### config.mk
export PLATFORM = sky130hd
export DESIGN_NAME = crom_step
export DESIGN_NICKNAME = d
export VERILOG_FILES = /design/src/hw/rtl/crom_pkg.sv /design/src/hw/rtl/crom_step.sv
export SDC_FILE = /design/constraint.sdc
export NUM_CORES = 2
export LEC_CHECK = 0
export BUFFER_PORTS_ARGS = -buffer_cell sky130_fd_sc_hd__buf_2
export CORE_MARGIN = 3
export CORE_UTILIZATION = 34
export DETAILED_ROUTE_END_ITERATION = 12
export GPL_ROUTABILITY_DRIVEN = 0
export SLEW_MARGIN = 40
export SYNTH_ARGS = -nofsm -noshare
export SYNTH_HDL_FRONTEND = slang
export SYNTH_SLANG_ARGS = --single-unit
### constraint.sdc
create_clock -name clk -period 22.4 [get_ports clk]
set_input_delay 2.24 -clock clk [delete_from_list [all_inputs] [get_ports clk]]
set_output_delay 2.24 -clock clk [all_outputs]
set_load 0.05 [all_outputs]
### src/hw/rtl/crom_pkg.sv
`timescale 1ns / 1ps
// ----------------------------------------------------------------------------
// crom_pkg
// Shared types, widths and helpers for the Catmull-Rom interpolator pipeline.
// ----------------------------------------------------------------------------
package crom_pkg;

  localparam int T_FRAC_BITS = 16;
  localparam int T_W         = T_FRAC_BITS + 1;
  localparam int VAL_W       = 32;
  localparam int H_W         = 38;
  localparam int P_W         = H_W + T_W + 1;

  localparam logic [T_W-1:0]   T_ONE   = {1'b1, {T_FRAC_BITS{1'b0}}};
  localparam logic [VAL_W-1:0] VAL_MAX = {1'b0, {(VAL_W-1){1'b1}}};
  localparam logic [VAL_W-1:0] VAL_MIN = {1'b1, {(VAL_W-1){1'b0}}};

  typedef struct packed {
    logic [1:0]              axis;
    logic signed [VAL_W-1:0] before_value;
    logic signed [VAL_W-1:0] start_value;
    logic signed [VAL_W-1:0] end_value;
    logic signed [VAL_W-1:0] after_value;
    logic                    before_present;
    logic                    after_present;
    logic [T_W-1:0]          position;
  } in_item_t;

  typedef struct packed {
    logic [1:0]              axis_out;
    logic signed [VAL_W-1:0] point_value;
    logic                    clipped;
  } out_item_t;

  typedef struct packed {
    logic [1:0]            axis;
    logic [T_W-1:0]        t;
    logic signed [H_W-1:0] b;
    logic signed [H_W-1:0] c;
    logic signed [H_W-1:0] p1x2;
  } side_t;

  function automatic logic signed [H_W-1:0] sext_val(input logic [VAL_W-1:0] v);
    sext_val = signed'({{(H_W-VAL_W){v[VAL_W-1]}}, v});
  endfunction

endpackage

### src/hw/rtl/crom_step.sv
`timescale 1ns / 1ps
// ----------------------------------------------------------------------------
// crom_step
// One Horner step in two stages: h*t, then round to nearest and add the
// next coefficient.
// ----------------------------------------------------------------------------
module crom_step
  import crom_pkg::*;
(
  input  logic                  clk,
  input  logic                  rst_n,
  input  logic                  up_valid,
  output logic                  up_stall,
  input  logic signed [H_W-1:0] up_h,
  input  logic signed [H_W-1:0] up_addend,
  input  side_t                 up_side,
  output logic                  dn_valid,
  input  logic                  dn_stall,
  output logic signed [H_W-1:0] dn_h,
  output side_t                 dn_side
);

  localparam logic signed [P_W-1:0] HALF = P_W'(1) <<< (T_FRAC_BITS - 1);

  logic                  mul_valid_r;
  logic signed [P_W-1:0] prod_r;
  logic signed [H_W-1:0] add_r;
  side_t                 mul_side_r;

  logic                  sum_valid_r;
  logic signed [H_W-1:0] h_r;
  side_t                 sum_side_r;

  logic                  mul_stall, sum_stall;
  logic signed [T_W:0]   t_s;
  logic signed [P_W-1:0] prod_nxt, rnd_full;
  logic signed [H_W-1:0] h_nxt;

  assign sum_stall = sum_valid_r && dn_stall;
  assign mul_stall = mul_valid_r && sum_stall;
  assign up_stall  = mul_stall;

  assign t_s      = signed'({1'b0, up_side.t});
  assign prod_nxt = P_W'(up_h) * P_W'(t_s);
  assign rnd_full = (prod_r + HALF) >>> T_FRAC_BITS;
  assign h_nxt    = signed'(rnd_full[H_W-1:0]) + add_r;

  always_ff @(posedge clk) begin
    if (!rst_n) begin
      mul_valid_r <= 1'b0;
      sum_valid_r <= 1'b0;
    end else begin
      if (!mul_stall) begin
        mul_valid_r <= up_valid;
      end
      if (!sum_stall) begin
        sum_valid_r <= mul_valid_r;
      end
    end
  end

  always_ff @(posedge clk) begin
    if (!mul_stall && up_valid) begin
      prod_r     <= prod_nxt;
      add_r      <= up_addend;
      mul_side_r <= up_side;
    end
    if (!sum_stall && mul_valid_r) begin
      h_r        <= h_nxt;
      sum_side_r <= mul_side_r;
    end
  end

  assign dn_valid = sum_valid_r;
  assign dn_h     = h_r;
  assign dn_side  = sum_side_r;

endmodule

==> metrics.md <==
| Metric | Value |
|---|---|
| Crit path top cell by count | fa_1 |
| ANT nets after route | 0 |
| R2R setup slack | 17.82 ns |
| Die footprint | 107000 um2 |
| Vias per Instance | 4.67 |
| Final setup viols | 0 |
| F_max | 119 MHz |
| R2r worst-path depth | 15 |
| Class of the worst hold path | reg -> reg |
| Worst slew margin | 0.481 |
| Period minus WS final | 8.39 ns |
| HPWL Detailed | 69400 um |
| Grt total ovfl | 0 |
| CTS Buffer Depth | 3 |
| IO buf count | 385 |
| Compound-Gate Fraction of Synth Area | 0.0414 |
| Filler Cell Count | 9939 |
| Post-synth cell types | 64 |
| Fin Setup TNS | 0 ns |
| Max FO, Critical Path | 40 |
| DIE WIDTH | 327 um |
| Worst path max stage delay | 0.55 ns |
| Area of the core | 102000 um2 |
| Crit path DAT | 8.76 ns |
| Outcome | completed |
| Post-synth top area cell | fa_1 |
| Worst hold start | mul_side_r[95] |
| Clock Skews | 0.0631 ns |
| Initial core utilization | 0.343 |
| Fin crit share | 0.375 |
| Hold path depth | 0 |
| Routed via count | 22600 |
| Post-synthesis register bit count | 383 |
| Final routed DRC violation total | 0 |
| Warnings, synthesis | 0 |
| GRT Util Overall | 0.171 |
| Asr flop ratio synth | 0 |
| CP Class | in -> reg |
| Clk sinks | 383 |
| Synth Flop Type | edfxtp_1 |
| Pre-antenna DRT Iters | 5 |
| Synth area leaders | fa_1, edfxtp_1, inv_1 |
| Largest net degree at the start of global routing | 89 |
| CTS tree | built |
| Drt total wl | 90400 um |
| Reg2reg start | prod_r[17] |
| Top Usage Layer GRT | met2 |
| EDFF count, synth | 381 |
| Final Hold Viols | 0 |
| Met2 Track Usage GR | 0.276 |
| Post-CTS Setup Inserts | 0 |
| Largest family of logic cells by synthesized area | adder cells |
| Vias in the first global route | 24100 |
| Multi-input logic area | 20600 um2 |
| Mapped Nets | 4076 |
| Register area share after synthesis | 0.328 |
| Layout area overhead | 13.9% |
| Die H | 327 um |
| CTS H-tree depth | 2 |
| Post-Synth Simple-Gate Area | 0.116 |
| Root Buffer | clkbuf_16 |
| Crit path max-delay cell type | fa_1 |
| Buf/Inv on CP | 5 |
| Syn_area_per_cell | 11.3 um2 |
| Number of gates resized after CTS | 0 |
| Post-synthesis mux area share | 0.000286 |
| Max_cap viols | 0 |
| Clk slew on worst S/H paths | 0.06 ns |
| Post-synthesis xor/xnor area fraction | 0.0308 |
| Required time of the worst setup path | 22.76 ns |
| Global-route wire length before repair | 141000 um |
| Mapped cell area | 35000 um2 |
| RSZ-0062 raised after global routing | false |
| Cts hold-fix bufs | 0 |
| Worst Max-Slew Pin Slew | 0.770 ns |
| Worst-Skew Late Latency | 0.62 ns |
| Initial DRC count | 1248 |
| Share of cells above drive strength 1 | 0.140 |
| Worst-path cell chain | buf_2 > buf_4 > nand2_1 > fa_1 > fa_1 > fa_1 > inv_1 > fa_1 > fa_1 > inv_1 > fa_1 > inv_1 > ha_1 > a2111oi_4 > o21ai_1 > a221o_1 > or3_4 > a21oi_4 > o31ai_4 > a31oi_4 > nor4b_1 > a211o_1 |
| Most frequent cells in the layout | inv_1, fa_1, nand2_1, edfxtp_1, buf_2 |
| CP delay by family, top | adder cells |
| Crit end category | register |
| Synth top area share | 0.342 |
| Final nets | 4409 |
| Adder-cell share of the synthesized area | 0.399 |
| FF/Latch Area | 11500 um2 |
| Post-Synthesis Cells | 3105 |
| Average wire per standard cell | 18.7 um |
| Total I/O pin count | 386 |
| CTS buffer count | 43 |
| Final Max Slew Viols | 0 |
| Hold Path End | dn_side[95] |
| R2r endpoint | dn_h[36] |
| Startpoint types | input port |
| Met1 usage | 0.233 |
| Commonest non-fill, non-tap cell in the layout | inv_1 |
| Initial antenna violation count | 4 |
| Num rows | 117 |
| GR Util met3 | 0.0414 |
==> worst max path at each step <==
| stage | from | end | depth (start not counted) |
|---|---|---|---|
| after floorplan | dn_stall | dn_h[0] | 1 |
| after global routing | up_side[117] | prod_r[53] | 23 |
| final | up_side[117] | prod_r[52] | 22 |
| after detailed placement | up_side[126] | prod_r[53] | 21 |
| after CTS | up_side[126] | prod_r[53] | 21 |
| after global placement | up_side[123] | prod_r[53] | 21 |
==> cells by family (layout without fill, tap and decap cells) <==
logic type                 count (synthesis)  after routing
buffers and inverters                    781           1147
other                                      0              3
DFF                                      383            383
and+or+nand+nor                          841            841
xor gates and xnor gates                 123            123
AOI/OAI and AO/OA                        218            218
adders and majority gates                758            758
muxes                                      1              1
==> area by class of cell <==
type / count / share of cell area
Inverter: 669 / 0.0630
Tap cell: 1368 / 0.0429
Timing Repair Buffer: 400 / 0.0527
Sequential cell: 383 / 0.288
Multi-Input combinational cell: 1941 / 0.517
Antenna cell: 3 / 0.000188
Clock inverter: 28 / 0.00822
Clock buffer: 50 / 0.0279
==> metal layers <==
metal	vias up	wire length [um]
li1	10200	-
met3	126	7400
met2	847	41300
met5	-	23
met1	11400	39700
met4	4	2060
==> registers in the layout (all words and copies together) (netlist names) <==
signal	cells
mul_side_r	133
mul_valid_r	1
dn_side	133
prod_r	39
dn_valid	1
add_r	38
dn_h	38
==> stage by stage <==
| step | hold WS (ns) | instances | cell area, um2 | worst slack, ns | util |
|---|---|---|---|---|---|
| global route | 0.390 | 4839 | 39900 | 13.73 | 0.391 |
| global placement | 0.400 | 4760 | 38300 | 13.30 | 0.376 |
| CTS | 0.389 | 4839 | 39800 | 14.01 | 0.391 |
| finish | 0.396 | 4842 | 39900 | 14.01 | 0.391 |
| detailed placement | 0.405 | 4761 | 38400 | 13.32 | 0.376 |
| floorplan | 0.400 | 3105 | 35000 | 6.87 | - |
==> Yosys cell counts (15+ instances only) <==
master,n
a21oi_1,79
inv_1,669
o21bai_1,15
a21o_1,31
nand2_1,432
nor2_1,37
clkbuf_1,106
xnor2_1,93
ha_1,160
edfxtp_1,381
o21ai_0,27
fa_1,598
and2_1,269
nand3_1,36
xor2_1,30
Power is left out: the tool's default activity adds up to more than one toggle a clock period on the data nets, which glitch-free logic cannot reach.
