File: config.mk
export PLATFORM = sky130hd
export DESIGN_NAME = crom_coef
export DESIGN_NICKNAME = d
export VERILOG_FILES = /design/src/hw/rtl/crom_pkg.sv /design/src/hw/rtl/crom_coef.sv
export SDC_FILE = /design/constraint.sdc
export NUM_CORES = 1
export LEC_CHECK = 0
export ABC_AREA = 1
export BUFFER_PORTS_ARGS = -buffer_cell sky130_fd_sc_hd__buf_2
export CAP_MARGIN = 30
export CORE_MARGIN = 4
export CORE_UTILIZATION = 53
export CTS_CLUSTER_SIZE = 16
export DETAILED_ROUTE_END_ITERATION = 16
export PLACE_DENSITY = 0.76
export SLEW_MARGIN = 0
export SYNTH_ARGS = -nofsm -noshare
export SYNTH_HDL_FRONTEND = slang
export SYNTH_SLANG_ARGS = --single-unit
File: constraint.sdc
create_clock -name clk -period 8.5 [get_ports clk]
set_input_delay 1.275 -clock clk [delete_from_list [all_inputs] [get_ports clk]]
set_output_delay 1.275 -clock clk [all_outputs]
set_load 0.02 [all_outputs]
File: src/hw/rtl/crom_pkg.sv
`timescale 1ns / 1ps
// ----------------------------------------------------------------------------
// crom_pkg
// Shared types, widths and helpers for the Catmull-Rom interpolator pipeline.
// ----------------------------------------------------------------------------
package crom_pkg;

  localparam int T_FRAC_BITS = 16;
  localparam int T_W         = T_FRAC_BITS + 1;
  localparam int VAL_W       = 32;
  localparam int H_W         = 38;
  localparam int P_W         = H_W + T_W + 1;

  localparam logic [T_W-1:0]   T_ONE   = {1'b1, {T_FRAC_BITS{1'b0}}};
  localparam logic [VAL_W-1:0] VAL_MAX = {1'b0, {(VAL_W-1){1'b1}}};
  localparam logic [VAL_W-1:0] VAL_MIN = {1'b1, {(VAL_W-1){1'b0}}};

  typedef struct packed {
    logic [1:0]              axis;
    logic signed [VAL_W-1:0] before_value;
    logic signed [VAL_W-1:0] start_value;
    logic signed [VAL_W-1:0] end_value;
    logic signed [VAL_W-1:0] after_value;
    logic                    before_present;
    logic                    after_present;
    logic [T_W-1:0]          position;
  } in_item_t;

  typedef struct packed {
    logic [1:0]              axis_out;
    logic signed [VAL_W-1:0] point_value;
    logic                    clipped;
  } out_item_t;

  typedef struct packed {
    logic [1:0]            axis;
    logic [T_W-1:0]        t;
    logic signed [H_W-1:0] b;
    logic signed [H_W-1:0] c;
    logic signed [H_W-1:0] p1x2;
  } side_t;

  function automatic logic signed [H_W-1:0] sext_val(input logic [VAL_W-1:0] v);
    sext_val = signed'({{(H_W-VAL_W){v[VAL_W-1]}}, v});
  endfunction

endpackage

File: src/hw/rtl/crom_coef.sv
`timescale 1ns / 1ps
// ----------------------------------------------------------------------------
// crom_coef
// First pipeline stage: end point substitution, parameter clamp and the
// cubic coefficients a, b, c and 2*p1.
// ----------------------------------------------------------------------------
module crom_coef
  import crom_pkg::*;
(
  input  logic                  clk,
  input  logic                  rst_n,
  input  logic                  up_valid,
  output logic                  up_stall,
  input  in_item_t              up_data,
  output logic                  dn_valid,
  input  logic                  dn_stall,
  output logic signed [H_W-1:0] dn_h,
  output side_t                 dn_side
);

  logic                  valid_r;
  logic signed [H_W-1:0] h_r;
  side_t                 side_r;

  logic signed [H_W-1:0] p0, p1, p2, p3, d12;
  logic signed [H_W-1:0] a_nxt;
  side_t                 side_nxt;

  assign up_stall = valid_r && dn_stall;

  always_comb begin
    p1  = sext_val(up_data.start_value);
    p2  = sext_val(up_data.end_value);
    p0  = up_data.before_present ? sext_val(up_data.before_value) : p1;
    p3  = up_data.after_present  ? sext_val(up_data.after_value)  : p2;
    d12 = p1 - p2;
    a_nxt         = (p3 - p0) + (d12 <<< 1) + d12;
    side_nxt.axis = up_data.axis;
    side_nxt.t    = (up_data.position > T_ONE) ? T_ONE : up_data.position;
    side_nxt.b    = (p0 <<< 1) - ((p1 <<< 2) + p1) + (p2 <<< 2) - p3;
    side_nxt.c    = p2 - p0;
    side_nxt.p1x2 = p1 <<< 1;
  end

  always_ff @(posedge clk) begin
    if (!rst_n) begin
      valid_r <= 1'b0;
    end else if (!up_stall) begin
      valid_r <= up_valid;
    end
  end

  always_ff @(posedge clk) begin
    if (!up_stall && up_valid) begin
      h_r    <= a_nxt;
      side_r <= side_nxt;
    end
  end

  assign dn_valid = valid_r;
  assign dn_h     = h_r;
  assign dn_side  = side_r;

endmodule

==> results of run 1 <==
[per-layer routing]
metal,GRT usage,wire (µm)
met1,0.459,29500
met2,0.537,30900
met3,0.0735,5770
met4,0.107,2120
met5,0,0
[worst min-delay path by stage]
stage          slack (ns)  depth (start not counted)        to
2_1_floorplan        0.56                          2  dn_valid
3_3_place_gp         0.48                          2  dn_valid
3_5_place_dp         0.53                          2  dn_valid
4_1_cts              0.54                          2  dn_valid
5_1_grt              0.57                          2  dn_valid
6_report             0.53                          2  dn_valid
[power groups by stage]
stage          logic [µW]  clock network (µW)  registers, µW
2_1_floorplan        3240                   0           1720
3_3_place_gp         5060                   0           1430
3_5_place_dp         5130                   0           1430
4_1_cts              5180                 864           1420
5_1_grt              5840                 902           1440
6_report             5250                 856           1420
[cells by family (layout without fill, tap and decap cells)]
group                      count (synthesis)  count (layout)  synth area share
AOI/OAI and AO/OA                        303             303            0.0795
xor gates and xnor gates                  70              70            0.0309
adders and majority gates                312             312             0.260
buffers and inverters                    697            1043             0.133
DFF                                      166             166             0.251
other                                      1               2          0.000189
and+or+nand+nor                         1217            1217             0.246
[critical path, stage by stage]
cell	delay, ns
buf_2	0.11
inv_1	0.07
ha_1	0.22
fa_1	0.41
inv_1	0.07
nand3_1	0.06
nand2_1	0.12
nand2_1	0.08
nand2_2	0.11
nand3_1	0.11
nand2_2	0.14
xnor2_1	0.19
inv_1	0.11
fa_1	0.54
inv_1	0.05
fa_1	0.50
inv_1	0.04
ha_1	0.39
nand2_1	0.16
nor2_1	0.17
inv_1	0.12
nor3_1	0.16
nand2_1	0.08
nand2_1	0.20
nand2_1	0.14
nand3_1	0.09
nand2_1	0.06
[state kept, by name (all words and copies together) (netlist names)]
register and cells:
dn_side 127, dn_valid 1, dn_h 38
[layout by cell type, fill, tap and decap left out, types with 4 or more instances in the layout]
| cell | n |
|---|---|
| buf_2 | 324 |
| xnor2_1 | 16 |
| inv_1 | 674 |
| nor3_1 | 32 |
| nand2_1 | 844 |
| nand3_2 | 7 |
| ha_1 | 144 |
| clkbuf_16 | 17 |
| xor2_1 | 54 |
| and2_1 | 6 |
| nand2_2 | 13 |
| a21oi_1 | 142 |
| o21ai_0 | 134 |
| a21oi_2 | 4 |
| nand3_1 | 110 |
| nor2_1 | 188 |
| inv_6 | 7 |
| nand4_1 | 11 |
| edfxtp_1 | 165 |
| fa_1 | 168 |
| buf_4 | 12 |
| o21bai_1 | 11 |
[per-stage QoR]
step | setup WS [ns] | cell area [µm²] | hold slack, ns | utilization
5_1_grt | 2.61 | 22700 | 0.569 | 0.616
3_3_place_gp | 2.58 | 22100 | 0.477 | 0.600
3_5_place_dp | 2.52 | 22100 | 0.530 | 0.600
2_1_floorplan | 2.28 | 19900 | 0.561 | -
4_1_cts | 3.02 | 22700 | 0.539 | 0.616
6_report | 2.96 | 22700 | 0.525 | 0.616
[area by class of cell]
type / instances / area [µm²] / area share
repair buffers: 336 / 1710 / 0.0755
diodes: 1 / 2.50 / 0.000110
well taps: 468 / 586 / 0.0258
multi-input cells: 1903 / 12300 / 0.540
clock inverters: 15 / 186 / 0.00822
clock buffers: 17 / 425 / 0.0188
flip-flops and latches: 166 / 4970 / 0.219
inverters: 675 / 2530 / 0.112
==> key figures, run 1 <==
Outcome
  – Outcome: completed

Power and ir drop
  – Sw Ratio: 0.534
  – Pwr Density: 332 mW/mm²
  – Comb pwr share: 0.698
  – Leak: 0.0127 µW
  – Final Power: 7520 µW
  – Clk network pwr share: 0.114
  – P_sw: 4020 µW
  – Int Power: 3500 µW
  – Seq pwr share: 0.188
  – Max IR drop VDD: 0.284 mV

Logic synthesis
  – Post-synth top cells: 844 x nand2_1, 674 x inv_1, 189 x nor2_1, 168 x fa_1, 165 x edfxtp_1
  – Synth top area cells: edfxtp_1 25%, fa_1 17%, nand2_1 16%
  – Most used flip-flop cell after synthesis: edfxtp_1
  – Sequential-to-total area share from yosys stat: 0.251
  – Synth warn: 0
  – Syn Inst Count: 2766
  – Cell with the most instances after synthesis: nand2_1
  – Synthesized area per cell: 7.18 µm²
  – Cell taking the most area after synthesis: edfxtp_1
  – #FFs+latches synth: 166
  – Yosys cell types: 33
  – Yosys top cell area share: 0.250
  – Synth Cell Area: 0.0199 mm²
  – Number of synthesized flops with an enable pin: 165
  – Syn_nets: 3231
  – Async S/R FF share, synth: 0

Worst setup path
  – Req. time, crit path: 8.74 ns
  – Worst R2R End: dn_side[13]
  – Crit path launch: up_data[83]
  – WS Path Type: input port to flop
  – Worst Path Arrival: 5.78 ns
  – Flop2flop setup slack: 6.07 ns
  – Reg-to-Reg Start: dn_valid
  – Crit-path max FO: 4
  – Critical Path End Type: flop
  – R2R depth: 4
  – End point of the critical path: dn_h[35]
  – Crit start category: input port

Floorplanning
  – Initial Util: 0.540
  – Number of cell rows: 70
  – Io pins: 326
  – Core area: 0.0368 mm²
  – DIE HEIGHT: 202 µm
  – Die width: 202 µm
  – DIE AREA: 0.0406 mm²

Clocking
  – CTS Hold Buffers Added: 0
  – H-tree levels: 4
  – Longest Clk Path Bufs: 2
  – Cts bufs inserted: 17
  – CTS tree: done
  – Clk slew on worst S/H paths: 0.09 ns
  – Sink Count: 166
  – Cts repair resizes: 0
  – Clock latency on the worst-skew pair: 0.48 ns
  – Postcts setup bufs: 0
  – Root buffer cell: clkbuf_16

Routing
  – Final WL: 68.3 mm
  – DR pass1 iterations: 5
  – Drt drc: 0
  – Via count: 18973
  – Drt via density: 5.30
  – Post-route ant nets: 0
  – Drt wl/cell: 19.1 µm
  – Initial DRC Count: 1798

Global routing
  – Number of global-route vias before repair: 19251
  – Tot GR Track Use: 0.336
  – Total grt overflow: 0
  – First-pass GRT wire length: 106 mm
  – Largest net degree at the start of global routing: 75
  – Initial antenna violation count: 1

Timing
  – Final setup fails: 0
  – Min cycle time layout: 5.54 ns
  – Setup TNS: 0 ns
  – Unrepaired setup endpoints after global routing: false
  – Final Hold Vio Count: 0
  – Worst-margin pin slew: 1.04 ns
  – Highest clock rate: 181 MHz
  – Final Max Tran Viols: 0
  – Relative slew slack: 0.303
  – Period utilization: 0.652
  – Worst clock skew: 0.0204 ns

Cells and area
  – Area growth syn-to-layout: 14.2%
  – Non-Filler Instances: 3581
  – Fillcell total: 3427
  – Nets@finish: 3564
  – Fraction of layout instances using a drive strength above 1: 0.126

Placed design
  – Final GP Congestion: 0.983
  – Port bufs: 324
  – Hpwl dp: 59.5 mm
  – Post-Place Cells: 3548

Run
  – Max cap viols: 0

Hold path
  – Min-Delay Startpoint: dn_valid
  – Hold crit path type: flop to flop
No activity file was read; power rests on OpenSTA's default activity.
==> inputs of run 2 (changes only) <==
--- a/config.mk
+++ b/config.mk
@@ -5,14 +5,14 @@
 export SDC_FILE = /design/constraint.sdc
 export NUM_CORES = 1
 export LEC_CHECK = 0
-export ABC_AREA = 1
+export ABC_AREA = 0
 export BUFFER_PORTS_ARGS = -buffer_cell sky130_fd_sc_hd__buf_2
 export CAP_MARGIN = 30
 export CORE_MARGIN = 4
 export CORE_UTILIZATION = 53
 export CTS_CLUSTER_SIZE = 16
 export DETAILED_ROUTE_END_ITERATION = 16
-export PLACE_DENSITY = 0.76
+export PLACE_DENSITY = 0.74
 export SLEW_MARGIN = 0
 export SYNTH_ARGS = -nofsm -noshare
 export SYNTH_HDL_FRONTEND = slang
==> constraint.sdc (replaced) <==
create_clock -name clk -period 5.25 [get_ports clk]
set_input_delay 0.7875 -clock clk [delete_from_list [all_inputs] [get_ports clk]]
set_output_delay 0.7875 -clock clk [all_outputs]
set_load 0.02 [all_outputs]
==> key figures, run 2 <==
Logic synthesis
  – Cell taking the most area after synthesis: edfxtp_1 (unchanged)
  – Yosys cell types: 81 (was 33)
  – #FFs+latches synth: 166 (unchanged)
  – Yosys top cell area share: 0.283 (was 0.250)
  – Synth top area cells: edfxtp_1 28%, fa_1 19%, ha_1 10% (was edfxtp_1 25%, fa_1 17%, nand2_1 16%)
  – Synth Cell Area: 0.0175 mm² (was 0.0199 mm²)
  – Synthesized area per cell: 9.87 µm² (was 7.18 µm²)
  – Cell with the most instances after synthesis: inv_1 (was nand2_1)
  – Synth warn: 0 (unchanged)
  – Post-synth top cells: 297 x inv_1, 168 x fa_1, 165 x edfxtp_1, 144 x ha_1, 120 x a21oi_1 (was 844 x nand2_1, 674 x inv_1, 189 x nor2_1, 168 x fa_1, 165 x edfxtp_1)
  – Number of synthesized flops with an enable pin: 165 (unchanged)
  – Async S/R FF share, synth: 0 (unchanged)
  – Sequential-to-total area share from yosys stat: 0.284 (was 0.251)
  – Syn_nets: 2241 (was 3231)
  – Most used flip-flop cell after synthesis: edfxtp_1 (unchanged)
  – Syn Inst Count: 1776 (was 2766)

Floorplanning
  – Initial Util: 0.538 (was 0.540)
  – Die width: 190 µm (was 202 µm)
  – DIE AREA: 0.0361 mm² (was 0.0406 mm²)
  – Io pins: 326 (unchanged)
  – Core area: 0.0326 mm² (was 0.0368 mm²)
  – DIE HEIGHT: 190 µm (was 202 µm)
  – Number of cell rows: 66 (was 70)

Worst setup path
  – Worst R2R End: dn_side[70] (was dn_side[13])
  – Slowest stage cell on the critical path: fa_1 (unchanged)
  – WS Path Type: input port to flop (unchanged)
  – Crit start category: input port (unchanged)
  – Worst path cell trace: buf_4 -> inv_8 -> ha_4 -> nor2b_4 -> o31a_1 -> a21oi_2 -> buf_4 -> nand2b_1 -> a31oi_1 -> xnor2_1 -> inv_1 -> fa_1 -> inv_1 -> fa_1 -> ha_4 -> nor3_1 -> o21bai_4 -> and3_4 -> o211a_4 -> a31oi_4 -> a21oi_4 -> and3_1 -> a211o_1
  – Worst Path Arrival: 5.60 ns (was 5.78 ns)
  – Flop2flop setup slack: 3.46 ns (was 6.07 ns)
  – Crit-path max cell delay: 0.55 ns (was 0.54 ns)
  – Crit-path max FO: 5 (was 4)
  – End point of the critical path: dn_h[36] (was dn_h[35])
  – R2R depth: 3 (was 4)
  – Crit path launch: up_data[52] (was up_data[83])
  – Critical Path End Type: flop (unchanged)
  – Req. time, crit path: 5.47 ns (was 8.74 ns)
  – Reg-to-Reg Start: dn_valid (unchanged)

Global routing
  – Tot GR Track Use: 0.316 (was 0.336)
  – Largest net degree at the start of global routing: 166 (was 75)
  – Total grt overflow: 0 (unchanged)
  – First-pass GRT wire length: 87.6 mm (was 106 mm)
  – Number of global-route vias before repair: 16692 (was 19251)
  – Initial antenna violation count: 12 (was 1)

Timing
  – Worst-margin pin slew: 0.964 ns (was 1.04 ns)
  – Highest clock rate: 186 MHz
  – Final setup fails: 5 (was 0)
  – Min cycle time layout: 5.39 ns
  – Unrepaired setup endpoints after global routing: true (was false)
  – Setup ws final: -0.136 ns (was 2.96 ns)
  – Final Hold Vio Count: 0 (unchanged)
  – Period utilization: 1.03
  – Worst clock skew: 0.0126 ns (was 0.0204 ns)
  – Relative slew slack: 0.357 (was 0.303)
  – Final Max Tran Viols: 0 (unchanged)

Cells and area
  – Multi-input logic area: 0.0121 mm² (was 0.0123 mm²)
  – Fraction of layout instances using a drive strength above 1: 0.351 (was 0.126)
  – Area growth syn-to-layout: 35.9% (was 14.2%)
  – Nets@finish: 2907 (was 3564)
  – Commonest non-fill, non-tap cell in the layout: buf_4 (was nand2_1)
  – Sequential cell area: 0.00497 mm² (unchanged)
  – Fin util: 0.731 (was 0.616)
  – Post-route cell area: 0.0238 mm² (was 0.0227 mm²)
  – Non-Filler Instances: 2901 (was 3581)
  – Max reg flops: 127 (unchanged)
  – Most frequent cells in the layout: 362 x buf_4, 318 x buf_2, 281 x inv_1 (was 844 x nand2_1, 674 x inv_1, 324 x buf_2)
  – Fillcell total: 2393 (was 3427)

Routing
  – Drt via density: 5.50 (was 5.30)
  – Drt wl/cell: 20.1 µm (was 19.1 µm)
  – DR pass1 iterations: 5 (unchanged)
  – Drt drc: 0 (unchanged)
  – Via count: 15954 (was 18973)
  – Final WL: 58.3 mm (was 68.3 mm)
  – Post-route ant nets: 0 (unchanged)
  – Initial DRC Count: 829 (was 1798)

Clocking
  – Longest Clk Path Bufs: 2 (unchanged)
  – H-tree levels: 4 (unchanged)
  – Sink Count: 166 (unchanged)
  – CTS tree: done (unchanged)
  – Clock latency on the worst-skew pair: 0.47 ns (was 0.48 ns)
  – Clk slew on worst S/H paths: 0.07 ns (was 0.09 ns)
  – Cts bufs inserted: 17 (unchanged)
  – CTS Hold Buffers Added: 0 (unchanged)
  – Root buffer cell: clkbuf_16 (unchanged)

Placed design
  – Dpl ws: -0.735 ns (was 2.52 ns)
  – Post-Place Cells: 2846 (was 3548)
  – Final GP Congestion: 1.04 (was 0.983)
  – Placed Area: 0.0225 mm² (was 0.0221 mm²)
  – Port bufs: 324 (unchanged)
  – Hpwl dp: 47.4 mm (was 59.5 mm)

Outcome
  – Failing checks: setup timing
  – Outcome: complete, but fails checks (was completed)

Power and ir drop
  – Leak: 0.0115 µW (was 0.0127 µW)
  – Max IR drop VDD: 0.456 mV (was 0.284 mV)
  – Pwr Density: 584 mW/mm² (was 332 mW/mm²)

Hold path
  – Hold crit path type: input port to flop (was flop to flop)

Run
  – Max cap viols: 0 (unchanged)
==> run 2: cell families after synthesis <==
kind of cell,Yosys count,share of synthesized area
mux,30,0.0171
compound gates,434,0.165
flops,166,0.284
buf+inv,342,0.0745
simple gates,369,0.104
fa+ha+maj,312,0.295
xor+xnor,122,0.0609
other cells,1,0.000214
==> run 2: worst min-delay path by stage <==
stage	startpoint	to	slack, ns	cells after the start
after floorplan	dn_valid	dn_valid	0.86	2
after global placement	dn_valid	dn_valid	0.64	2
after detailed placement	dn_valid	dn_valid	0.68	2
after CTS	up_data[148]	dn_side[132]	0.48	1
after global routing	up_data[147]	dn_side[131]	0.48	1
final	up_data[148]	dn_side[132]	0.49	1
==> run 2: final cells by class <==
type	instances	share of cell area
repair buffers	692	0.188
flip-flops and latches	166	0.209
inverters	297	0.0482
clock inverters	13	0.00714
clock buffers	19	0.0182
diodes	4	0.000420
multi-input cells	1268	0.507
well taps	442	0.0232
==> run 2: timing repair <==
action,4_1_cts,5_1_grt
pin swaps,28,62
buffers inserted,6,13
endpoints found under the setup margin,12,19
endpoints found under the hold margin,0,0
gates resized for setup,29,80
==> run 2: report_power, final <==
part,total (µW),switching (µW),internal (µW)
logic,10300,5410,4850
clock network,1350,594,758
registers,2310,99.4,2210
==> run 2: worst max-delay path, delay by kind of cell <==
family | cells | cell delay, ns
buffers and inverters | 5 | 0.52
and+or+nand+nor | 5 | 0.93
AOI/OAI and AO/OA | 8 | 1.67
adders and majority gates | 4 | 1.50
xor gates and xnor gates | 1 | 0.18
==> run 2: through the flow <==
stage,TNS [ns],hold WS [ns],power (µW)
final,-0.342,0.494,13900
after global routing,-3.07,0.479,15000
after CTS,-0.000306,0.480,13100
after floorplan,-1.08,0.861,8070
after global placement,-8.92,0.645,11300
after detailed placement,-11.19,0.684,11500
==> run 2: routing by layer <==
| metal | wire length, µm | global-route usage | up-vias |
|---|---|---|---|
| li1 | - | - | 7449 |
| met1 | 21200 | 0.359 | 7664 |
| met5 | 123 | 0 | - |
| met4 | 2710 | 0.132 | 18 |
| met3 | 4350 | 0.0739 | 152 |
| met2 | 29900 | 0.571 | 671 |
